`src/owbm_pkg.sv`:
```
package owbm_pkg;

    localparam int unsigned NUM_REGS  = 8;
    localparam int unsigned REG_IDX_W = 3;

    localparam logic [REG_IDX_W-1:0] REG_RESET_LOW       = 3'd0;
    localparam logic [REG_IDX_W-1:0] REG_PRESENCE_SAMPLE = 3'd1;
    localparam logic [REG_IDX_W-1:0] REG_RESET_RECOVER   = 3'd2;
    localparam logic [REG_IDX_W-1:0] REG_WRITE_ONE_LOW   = 3'd3;
    localparam logic [REG_IDX_W-1:0] REG_WRITE_ZERO_LOW  = 3'd4;
    localparam logic [REG_IDX_W-1:0] REG_READ_LOW        = 3'd5;
    localparam logic [REG_IDX_W-1:0] REG_READ_SAMPLE     = 3'd6;
    localparam logic [REG_IDX_W-1:0] REG_SLOT            = 3'd7;

    localparam int unsigned REG_RESET_VALS [NUM_REGS] = '{480, 80, 400, 6, 50, 2, 2, 65};

    localparam logic [1:0] FUNC_TICK  = 2'd0;
    localparam logic [1:0] FUNC_RESET = 2'd1;
    localparam logic [1:0] FUNC_WRITE = 2'd2;
    localparam logic [1:0] FUNC_READ  = 2'd3;

    localparam logic [2:0] PH_IDLE  = 3'd0;
    localparam logic [2:0] PH_RLOW  = 3'd1;
    localparam logic [2:0] PH_RREL  = 3'd2;
    localparam logic [2:0] PH_WRITE = 3'd3;
    localparam logic [2:0] PH_READ  = 3'd4;

    localparam logic [2:0] LAST_BIT = 3'd7;

    typedef struct packed {
        logic [1:0] func;
        logic [7:0] data_byte;
        logic       bus_level;
    } cmd_t;

    typedef struct packed {
        logic       drive_low;
        logic       busy_res;
        logic       done_res;
        logic       presence;
        logic [7:0] read_data;
        logic       rejected;
    } result_t;

endpackage

```
`src/owbm_if.sv`:
```
interface owbm_in_if;
    logic       valid;
    logic       ready;
    logic [1:0] func;
    logic [7:0] data_byte;
    logic       bus_level;

    modport source (output valid, output func, output data_byte, output bus_level, input ready);
    modport sink (input valid, input func, input data_byte, input bus_level, output ready);
endinterface

interface owbm_out_if;
    logic       valid;
    logic       ready;
    logic       drive_low;
    logic       busy_res;
    logic       done_res;
    logic       presence;
    logic [7:0] read_data;
    logic       rejected;

    modport source (output valid, output drive_low, output busy_res, output done_res,
                    output presence, output read_data, output rejected, input ready);
    modport sink (input valid, input drive_low, input busy_res, input done_res,
                  input presence, input read_data, input rejected, output ready);
endinterface

```
`src/owbm_cfg.sv`:
```
module owbm_cfg #(
    parameter int unsigned TIMER_BITS = 10
) (
    input  logic                                               clk,
    input  logic                                               rst_n,
    input  logic                                               we,
    input  logic [owbm_pkg::REG_IDX_W-1:0]                     addr,
    input  logic [TIMER_BITS-1:0]                              data,
    output logic [owbm_pkg::NUM_REGS-1:0][TIMER_BITS-1:0]      regs
);

    logic [owbm_pkg::NUM_REGS-1:0][TIMER_BITS-1:0] regs_reg;

    always_ff @(posedge clk or negedge rst_n)
    begin
        if (!rst_n)
        begin
            for (int i = 0; i < owbm_pkg::NUM_REGS; i++)
            begin
                regs_reg[i] <= TIMER_BITS'(owbm_pkg::REG_RESET_VALS[i]);
            end
        end
        else if (we)
        begin
            regs_reg[addr] <= data;
        end
    end

    assign regs = regs_reg;

endmodule

```
`src/owbm_seq.sv`:
```
module owbm_seq #(
    parameter int unsigned TIMER_BITS = 10
) (
    input  logic                                           clk,
    input  logic                                           rst_n,
    input  logic                                           step,
    input  owbm_pkg::cmd_t                                 cmd,
    input  logic [owbm_pkg::NUM_REGS-1:0][TIMER_BITS-1:0]  cfg,
    output owbm_pkg::result_t                              res
);

    localparam logic [TIMER_BITS-1:0] ONE = TIMER_BITS'(1);

    function automatic logic [TIMER_BITS-1:0] at_least_one(input logic [TIMER_BITS-1:0] v);
        return (v == '0) ? ONE : v;
    endfunction

    function automatic logic [TIMER_BITS-1:0] last_of(input logic [TIMER_BITS-1:0] v);
        return (v == '0) ? '0 : v - ONE;
    endfunction

    logic [2:0]            phase_reg, phase_next;
    logic [TIMER_BITS-1:0] tick_reg, tick_next;
    logic [2:0]            bit_reg, bit_next;
    logic [7:0]            shift_reg, shift_next;
    logic                  pres_reg, pres_next;
    logic [7:0]            rdata_reg, rdata_next;

    logic [2:0]            eff_phase;
    logic [TIMER_BITS-1:0] t;
    logic [7:0]            sb;
    logic [2:0]            bi;
    logic                  pres;
    logic                  rej;
    logic                  drive;
    logic                  done;
    logic                  end_slot;

    logic [TIMER_BITS-1:0] rlow_last;
    logic [TIMER_BITS-1:0] rel_last;
    logic [TIMER_BITS-1:0] slot_last;
    logic [TIMER_BITS-1:0] pres_sp;
    logic [TIMER_BITS-1:0] read_sp;
    logic [TIMER_BITS-1:0] write_low;
    logic [TIMER_BITS-1:0] read_low;

    assign rlow_last = last_of(cfg[owbm_pkg::REG_RESET_LOW]);
    assign rel_last  = last_of(cfg[owbm_pkg::REG_RESET_RECOVER]);
    assign slot_last = last_of(cfg[owbm_pkg::REG_SLOT]);
    assign pres_sp   = (cfg[owbm_pkg::REG_PRESENCE_SAMPLE] < rel_last)
                       ? cfg[owbm_pkg::REG_PRESENCE_SAMPLE] : rel_last;
    assign read_sp   = (cfg[owbm_pkg::REG_READ_SAMPLE] < slot_last)
                       ? cfg[owbm_pkg::REG_READ_SAMPLE] : slot_last;
    assign write_low = at_least_one(cfg[owbm_pkg::REG_WRITE_ONE_LOW]);
    assign read_low  = at_least_one(cfg[owbm_pkg::REG_READ_LOW]);

    always_comb
    begin
        eff_phase = phase_reg;
        t         = tick_reg;
        sb        = shift_reg;
        bi        = bit_reg;
        pres      = pres_reg;
        rej       = 1'b0;

        // a command item is also the first tick of its sequence
        if (phase_reg == owbm_pkg::PH_IDLE)
        begin
            case (cmd.func)
                owbm_pkg::FUNC_RESET:
                begin
                    eff_phase = owbm_pkg::PH_RLOW;
                    pres      = 1'b0;
                end
                owbm_pkg::FUNC_WRITE:
                begin
                    eff_phase = owbm_pkg::PH_WRITE;
                    bi        = '0;
                    sb        = cmd.data_byte;
                end
                owbm_pkg::FUNC_READ:
                begin
                    eff_phase = owbm_pkg::PH_READ;
                    bi        = '0;
                    sb        = '0;
                end
                default:
                begin
                    eff_phase = owbm_pkg::PH_IDLE;
                end
            endcase
            t = '0;
        end
        else if (cmd.func != owbm_pkg::FUNC_TICK)
        begin
            rej = 1'b1;
        end

        phase_next = eff_phase;
        bit_next   = bi;
        shift_next = sb;
        pres_next  = pres;
        rdata_next = rdata_reg;
        drive      = 1'b0;
        done       = 1'b0;
        end_slot   = 1'b0;

        case (eff_phase)
            owbm_pkg::PH_RLOW:
            begin
                drive = 1'b1;
                if (t >= rlow_last)
                begin
                    phase_next = owbm_pkg::PH_RREL;
                    end_slot   = 1'b1;
                end
            end
            owbm_pkg::PH_RREL:
            begin
                if (t == pres_sp)
                begin
                    pres_next = ~cmd.bus_level;
                end
                if (t >= rel_last)
                begin
                    phase_next = owbm_pkg::PH_IDLE;
                    done       = 1'b1;
                    end_slot   = 1'b1;
                end
            end
            owbm_pkg::PH_WRITE:
            begin
                drive = sb[0] ? (t < write_low)
                              : (t < at_least_one(cfg[owbm_pkg::REG_WRITE_ZERO_LOW]));
                if (t >= slot_last)
                begin
                    shift_next = {1'b0, sb[7:1]};
                    if (bi == owbm_pkg::LAST_BIT)
                    begin
                        phase_next = owbm_pkg::PH_IDLE;
                        done       = 1'b1;
                    end
                    else
                    begin
                        bit_next = bi + 3'd1;
                    end
                    end_slot = 1'b1;
                end
            end
            owbm_pkg::PH_READ:
            begin
                drive = (t < read_low);
                if (t == read_sp)
                begin
                    shift_next = {cmd.bus_level, sb[7:1]};
                end
                if (t >= slot_last)
                begin
                    if (bi == owbm_pkg::LAST_BIT)
                    begin
                        rdata_next = shift_next;
                        phase_next = owbm_pkg::PH_IDLE;
                        done       = 1'b1;
                    end
                    else
                    begin
                        bit_next = bi + 3'd1;
                    end
                    end_slot = 1'b1;
                end
            end
            default:
            begin
                phase_next = owbm_pkg::PH_IDLE;
            end
        endcase

        if (phase_next == owbm_pkg::PH_IDLE || end_slot)
        begin
            tick_next = '0;
        end
        else
        begin
            tick_next = t + ONE;
        end
    end

    always_ff @(posedge clk or negedge rst_n)
    begin
        if (!rst_n)
        begin
            phase_reg <= owbm_pkg::PH_IDLE;
            tick_reg  <= '0;
            bit_reg   <= '0;
            shift_reg <= '0;
            pres_reg  <= 1'b0;
            rdata_reg <= '0;
        end
        else if (step)
        begin
            phase_reg <= phase_next;
            tick_reg  <= tick_next;
            bit_reg   <= bit_next;
            shift_reg <= shift_next;
            pres_reg  <= pres_next;
            rdata_reg <= rdata_next;
        end
    end

    always_comb
    begin
        res.drive_low = drive;
        res.busy_res  = (phase_next != owbm_pkg::PH_IDLE);
        res.done_res  = done;
        res.presence  = pres_next;
        res.read_data = rdata_next;
        res.rejected  = rej;
    end

    a_idle_tick_zero: assert property (@(posedge clk) disable iff (!rst_n)
        phase_reg == owbm_pkg::PH_IDLE |-> tick_reg == '0)
        else $error("tick counter running while idle");

    a_done_to_idle: assert property (@(posedge clk) disable iff (!rst_n)
        step && res.done_res |=> phase_reg == owbm_pkg::PH_IDLE)
        else $error("sequence completed but phase not idle");

    a_reject_busy: assert property (@(posedge clk) disable iff (!rst_n)
        step && res.rejected |-> phase_reg != owbm_pkg::PH_IDLE)
        else $error("command rejected while idle");

    a_release_no_drive: assert property (@(posedge clk) disable iff (!rst_n)
        step && phase_reg == owbm_pkg::PH_RREL |-> !res.drive_low)
        else $error("bus driven during presence window");

endmodule

```
`src/one_wire_bus_master.sv`:
```
// one_wire_bus_master: single-pin 1-Wire bus master advanced by tick items
// cmd channel: one item per bus tick; func selects tick, reset/presence,
// byte write or byte read; a command item is the first tick of its sequence
// and is taken only when idle, otherwise it is ignored and flagged rejected
// rsp channel: exactly one result item per cmd item, in order, carrying the
// drive level for that tick, busy, done, presence and the last byte read
// configuration: write cfg_we/cfg_addr/cfg_data while idle; eight timing
// registers in ticks, data is LSB first
// path: a cmd item is registered in the input register, then the sequencer
// processes it into the output register, from which its result shows on rsp
// throughput: one item per cycle while rsp accepts results; the sequencer
// state updates once per item
// stall: while a result waits the sequencer holds, cmd.ready drops when
// the input register is full and not stepping; no item is lost or repeated
// reset: all timing registers return to their defaults, the sequencer is
// idle, presence and read byte are cleared, both stages are empty
module one_wire_bus_master #(
    parameter int unsigned TIMER_BITS = 10
) (
    input  logic                              clk,
    input  logic                              rst_n,
    owbm_in_if.sink                           cmd,
    owbm_out_if.source                        rsp,
    input  logic                              cfg_we,
    input  logic [owbm_pkg::REG_IDX_W-1:0]    cfg_addr,
    input  logic [TIMER_BITS-1:0]             cfg_data
);

    logic                                          in_valid_reg;
    owbm_pkg::cmd_t                                in_data_reg;
    logic                                          out_valid_reg;
    owbm_pkg::result_t                             out_data_reg;
    logic                                          step;
    owbm_pkg::result_t                             res;
    logic [owbm_pkg::NUM_REGS-1:0][TIMER_BITS-1:0] cfg_regs;

    assign step      = in_valid_reg && (!out_valid_reg || rsp.ready);
    assign cmd.ready = !in_valid_reg || step;

    always_ff @(posedge clk or negedge rst_n)
    begin
        if (!rst_n)
        begin
            in_valid_reg  <= 1'b0;
            out_valid_reg <= 1'b0;
        end
        else
        begin
            if (cmd.ready)
            begin
                in_valid_reg <= cmd.valid;
            end
            if (step)
            begin
                out_valid_reg <= 1'b1;
            end
            else if (rsp.ready)
            begin
                out_valid_reg <= 1'b0;
            end
        end
    end

    always_ff @(posedge clk)
    begin
        if (cmd.ready && cmd.valid)
        begin
            in_data_reg.func      <= cmd.func;
            in_data_reg.data_byte <= cmd.data_byte;
            in_data_reg.bus_level <= cmd.bus_level;
        end
        if (step)
        begin
            out_data_reg <= res;
        end
    end

    owbm_cfg #(
        .TIMER_BITS (TIMER_BITS)
    ) u_cfg (
        .clk   (clk),
        .rst_n (rst_n),
        .we    (cfg_we),
        .addr  (cfg_addr),
        .data  (cfg_data),
        .regs  (cfg_regs)
    );

    owbm_seq #(
        .TIMER_BITS (TIMER_BITS)
    ) u_seq (
        .clk   (clk),
        .rst_n (rst_n),
        .step  (step),
        .cmd   (in_data_reg),
        .cfg   (cfg_regs),
        .res   (res)
    );

    assign rsp.valid     = out_valid_reg;
    assign rsp.drive_low = out_data_reg.drive_low;
    assign rsp.busy_res  = out_data_reg.busy_res;
    assign rsp.done_res  = out_data_reg.done_res;
    assign rsp.presence  = out_data_reg.presence;
    assign rsp.read_data = out_data_reg.read_data;
    assign rsp.rejected  = out_data_reg.rejected;

endmodule
```
`src/flat_wrapper.sv`:
```
// flat-port wrapper written by rule: the top's interface ports become plain ports
module one_wire_bus_master_flat 
#(
    parameter int unsigned TIMER_BITS = 10
)
  (clk, rst_n, cfg_we, cfg_addr, cfg_data, cmd_valid, cmd_func, cmd_data_byte, cmd_bus_level, cmd_ready, rsp_valid, rsp_drive_low, rsp_busy_res, rsp_done_res, rsp_presence, rsp_read_data, rsp_rejected, rsp_ready);
  owbm_in_if cmd_i ();
  owbm_out_if rsp_i ();
  input  logic clk;
  input  logic rst_n;
  input  logic cfg_we;
  input  logic [owbm_pkg::REG_IDX_W-1:0] cfg_addr;
  input  logic [TIMER_BITS-1:0] cfg_data;
  input wire logic [$bits(cmd_i.valid)-1:0] cmd_valid;
  input wire logic [$bits(cmd_i.func)-1:0] cmd_func;
  input wire logic [$bits(cmd_i.data_byte)-1:0] cmd_data_byte;
  input wire logic [$bits(cmd_i.bus_level)-1:0] cmd_bus_level;
  output wire logic [$bits(cmd_i.ready)-1:0] cmd_ready;
  output wire logic [$bits(rsp_i.valid)-1:0] rsp_valid;
  output wire logic [$bits(rsp_i.drive_low)-1:0] rsp_drive_low;
  output wire logic [$bits(rsp_i.busy_res)-1:0] rsp_busy_res;
  output wire logic [$bits(rsp_i.done_res)-1:0] rsp_done_res;
  output wire logic [$bits(rsp_i.presence)-1:0] rsp_presence;
  output wire logic [$bits(rsp_i.read_data)-1:0] rsp_read_data;
  output wire logic [$bits(rsp_i.rejected)-1:0] rsp_rejected;
  input wire logic [$bits(rsp_i.ready)-1:0] rsp_ready;
  assign cmd_i.valid = cmd_valid;
  assign cmd_i.func = cmd_func;
  assign cmd_i.data_byte = cmd_data_byte;
  assign cmd_i.bus_level = cmd_bus_level;
  assign cmd_ready = cmd_i.ready;
  assign rsp_valid = rsp_i.valid;
  assign rsp_drive_low = rsp_i.drive_low;
  assign rsp_busy_res = rsp_i.busy_res;
  assign rsp_done_res = rsp_i.done_res;
  assign rsp_presence = rsp_i.presence;
  assign rsp_read_data = rsp_i.read_data;
  assign rsp_rejected = rsp_i.rejected;
  assign rsp_i.ready = rsp_ready;
  one_wire_bus_master #(.TIMER_BITS(TIMER_BITS)) u_core (.clk(clk), .rst_n(rst_n), .cmd(cmd_i), .rsp(rsp_i), .cfg_we(cfg_we), .cfg_addr(cfg_addr), .cfg_data(cfg_data));
endmodule
```
`config.mk`:
```
export PLATFORM = sky130hd
export DESIGN_NAME = one_wire_bus_master_flat
export DESIGN_NICKNAME = d
export VERILOG_FILES = /design/src/owbm_pkg.sv /design/src/owbm_if.sv /design/src/owbm_cfg.sv /design/src/owbm_seq.sv /design/src/one_wire_bus_master.sv /design/src/flat_wrapper.sv
export SDC_FILE = /design/constraint.sdc
export NUM_CORES = 1
export LEC_CHECK = 0
export BUFFER_PORTS_ARGS = -buffer_cell sky130_fd_sc_hd__buf_2
export CAP_MARGIN = 20
export CORE_MARGIN = 1
export CORE_UTILIZATION = 63
export CTS_CLUSTER_SIZE = 14
export DETAILED_ROUTE_END_ITERATION = 8
export MAX_ROUTING_LAYER = met4
export PLACE_DENSITY = 0.81
export SLEW_MARGIN = 20
export SYNTH_ARGS = -nofsm -noshare
export SYNTH_HDL_FRONTEND = slang
export SYNTH_SLANG_ARGS = --single-unit
```
`constraint.sdc`:
```
create_clock -name clk -period 5.64 [get_ports clk]
set_input_delay 0.282 -clock clk [delete_from_list [all_inputs] [get_ports clk]]
set_output_delay 0.282 -clock clk [all_outputs]
set_load 0.05 [all_outputs]
```
==> summary.txt <==
Outcome
  • Outcome: completed

Global route
  • Pin count of the biggest net entering global routing: 77
  • Overflow left after global routing: 0
  • Vias in the first global route: 7317
  • Global-route wire length before repair: 37440 µm
  • All-Layer GR Usage: 0.3375
  • Number of antenna violations at the first check in global routing: 0

Timing
  • Maximum operating frequency: 194.2 MHz
  • Worst slew margin relative to its limit: 0.3889
  • Count of final max-slew check failures: 0
  • Final critical path time including I/O delays and setup: 5149 ps
  • TNS Setup: 0 ps
  • Actual transition at the worst max-transition pin: 916.7 ps
  • Post-route clock skew: 10.41 ps
  • Setup repair after global routing missed its margin: no
  • Total count of hold-check failures in the final report: 0
  • Share of the clock period used by the worst path after layout: 0.9129
  • Total of endpoints with negative setup slack in the final report: 0

Floorplanning
  • Total core area: 0.01453 mm²
  • Number of top-level design ports: 44
  • Vertical extent of the die: 123.9 µm
  • DIE WIDTH: 123.9 µm
  • Area of the die: 0.01535 mm²
  • Initial Util: 0.6443
  • Row cnt: 44

Cells and area
  • Fillcell total: 1061
  • Proportion of layout cells with a drive suffix above 1: 0.2045
  • Leading cell type in the layout, fill and taps excluded: dfrtp_1
  • Largest register FFs: 80
  • Growth of design area from synthesis to finish: 10.85%
  • Area used by multi-input combinational logic: 0.005409 mm²
  • Storage cell area: 0.003621 mm²
  • Final cell area excluding filler cells: 0.01038 mm²
  • Total Nets Final: 1091
  • Top library cells by usage in the layout, fill and taps aside: 97 x dfrtp_1, 88 x nand2_1, 87 x ha_1
  • Count of inserted antenna diode cells: 0

Hold path
  • Hold/Removal Path Class: primary input to register
  • Hold Path End: u_core.in_data_reg[7]$_DFFE_PP_
  • Launch point of the worst hold path: cmd_data_byte[6]
  • Instance count along the most critical hold path: 1

Worst setup path
  • Worst path cell trace: or4_1, or4b_4, nor3_2, a21oi_2, ha_1, nand4_1, nor4_2, a21boi_4, nor3_2, or3_4, a2111oi_4, nand3_4, o21ai_0, o21ai_0
  • Worst setup slack for register-to-register paths: 490 ps
  • Number of buffer and inverter instances along the worst setup path: 0
  • Largest fanout on the critical path: 20
  • Cell family with most CP delay: simple AND/OR/NAND/NOR gates
  • Logic depth of the worst register-to-register path: 14
  • Category of the critical setup timing path: register to register
  • Required time of the worst setup path: 5770 ps
  • Kind of end point of the critical path: register
  • Data arrival time at the worst-slack endpoint: 5280 ps
  • Highest-delay cell along the critical path: or4_1
  • CP startpoint kind: register
  • Slowest Stage Delay on Critical Path: 610 ps
  • Worst R2R Start: u_core.u_cfg.regs[73]$_DFFE_PN0P_
  • End of the worst register-to-register path: u_core.rsp.read_data[0]$_DFFE_PP_

Placement
  • Placement-stage cell area: 0.009771 mm²
  • Routability Congestion: 0.9315
  • Buffers added on ports: 43
  • Total half-perimeter wirelength after legalization and detailed placement: 16660 µm

Drt
  • DRC Markers: 0
  • Detailed Route WL: 23580 µm
  • Routed via count: 7599
  • Average vias per placed instance: 6.484
  • Routed length on met3: 1584 µm
  • Antenna-violating nets left: 0
  • Post-route met1 wirelength: 9724 µm
  • Routed met2 length: 11550 µm
  • First-pass DRT Iterations: 7
  • Highest metal layer used by the detailed router: met4
  • Average wire per cell in the routed design: 20.12 µm
  • Initial DRC Count: 549

Pwr
  • Maximum VDD drop: 0.0003391 V
  • Power density over cell area: 421.4 mW/mm²
  • Total leakage power: 4.670 nW

Clocking
  • Maximum level of the CTS H-tree: 4
  • Worst-Skew Late Latency: 430 ps
  • Maximum count of clock buffers along a single path: 2
  • CTS sink cnt: 139
  • Clock root buffer: clkbuf_16
  • TritonCTS buffer count: 17
  • TritonCTS clock tree: yes
  • Clock transition at the register clock pins on the worst setup and hold paths after CTS: 70 ps
  • Post-CTS setup repair buffer count: 0

Yosys
  • Avg Inst Size Synth: 10.07 µm²
  • Flip-flop and latch count after synthesis: 139
  • Share of flip-flops with an asynchronous set or reset: 0.8273
  • Sequential fraction of the synthesis area: 0.3867
  • Cell taking the most area after synthesis: dfrtp_1
  • Most area-consuming cells after synthesis: dfrtp_1 26%, ha_1 12%, mux2_2 7.9%
  • Number of enable-type register cells in the synthesized netlist: 24
  • Number of distinct library cell variants in the gate-level netlist after synthesis: 84
  • YS warnings: 0
  • Fraction of post-synthesis cell area in the top cell type by area: 0.2592
  • Number of instances in the synthesized netlist: 930
  • Net count of the mapped netlist: 1046
  • Cell area after technology mapping: 0.009364 mm²
  • Dominant register cell in the synthesized netlist: dfrtp_1

Flow run
  • Number of violations of the max-capacitance limit: 0
## worst register-to-register path, cell delays in order, from the launching register on
cell and delay (ps):
dfrtp_1 450, or4_1 610, or4b_4 540, nor3_2 150
a21oi_2 80, ha_1 310, nand4_1 180, nor4_2 520
a21boi_4 370, nor3_2 70, or3_4 380, a2111oi_4 430
nand3_4 300, o21ai_0 320, o21ai_0 150
## what timing repair did
| item | in CTS | in global routing |
|---|---|---|
| hold buffers | 1 | 0 |
| endpoints found under the setup margin | 0 | 1 |
| gates resized for setup | 0 | 1 |
| endpoints found under the hold margin | 38 | 0 |
## report_power, final
part | switching [mW] | internal (mW) | leakage, nW
logic | 1.05 | 0.737 | 2.76
clock network | 0.463 | 0.653 | 0.288
registers | 0.221 | 1.25 | 1.62
## final cells by class
cell class,instances,area share
Clock buffer,19,0.04472
Sequential cell,139,0.3488
Multi-Input combinational cell,707,0.5211
Clock inverter,13,0.01229
Timing Repair Buffer,58,0.03206
Inverter,52,0.01880
Tap cell,184,0.02218
## cells in the mapped netlist, drive strengths merged (4+ instances only)
library cell,number
mux2i,10
a22o,16
and3,6
a21o,15
dfrtp,97
mux2,66
nand4b,5
nor3b,7
a211oi,4
a221o,6
a31oi,11
and2,6
clkbuf,25
or3,6
inv,52
nand2b,13
nor2,41
and4,5
or3b,5
o211ai,5
edfxtp,24
nor4,16
o31ai,5
nand3,22
a21boi,4
ha,87
nor3,24
a221oi,6
a21oi,31
o21a,17
nand4,14
buf,7
dfstp,18
nand2,89
nand3b,8
nor2b,5
xor2,12
xnor2,19
o21ai,69
## routing by layer
metal,vias up,track usage
met5,-,-
met4,0,0.1362
met3,60,0.06273
met2,307,0.5479
met1,3677,0.4164
li1,3555,-
## worst max-delay path by stage
stage                                            startpoint                                end  slack [ps]  depth (start not counted)
after floorplan           u_core.u_cfg.regs[73]$_DFFE_PN0P_  u_core.rsp.read_data[0]$_DFFE_PP_        1060                         16
after global placement    u_core.u_cfg.regs[73]$_DFFE_PN0P_  u_core.rsp.read_data[0]$_DFFE_PP_         620                         14
after detailed placement  u_core.u_cfg.regs[73]$_DFFE_PN0P_  u_core.rsp.read_data[0]$_DFFE_PP_         350                         14
after CTS                 u_core.u_cfg.regs[73]$_DFFE_PN0P_  u_core.rsp.read_data[0]$_DFFE_PP_         310                         14
after global routing      u_core.u_cfg.regs[73]$_DFFE_PN0P_  u_core.rsp.read_data[0]$_DFFE_PP_         170                         14
final                     u_core.u_cfg.regs[73]$_DFFE_PN0P_  u_core.rsp.read_data[0]$_DFFE_PP_         490                         14
## cell families after synthesis
kind of cell	count (synthesis)	share of synthesized area
xor gates and xnor gates	32	0.03140
AOI/OAI and AO/OA	227	0.1720
buffers and inverters	84	0.03648
muxes	76	0.09006
DFF	139	0.3867
and+or+nand+nor	285	0.1672
adders and majority gates	87	0.1162
## through the flow
stage / hold slack (ps) / power, mW / instances / setup slack (ps) / util
final: 27.61 / 4.374 / 1172 / 491.4 / 0.7142
after global routing: 17.15 / 4.642 / 1172 / 169.6 / 0.7142
after CTS: 19.40 / 4.348 / 1172 / 310.7 / 0.7137
after detailed placement: 309.1 / 3.209 / 1139 / 349.2 / 0.6723
after global placement: 305.2 / 3.153 / 1139 / 622.2 / 0.6723
after floorplan: -13.59 / 2.752 / 930 / 1062 / -
(Power assumes the default switching activity.)
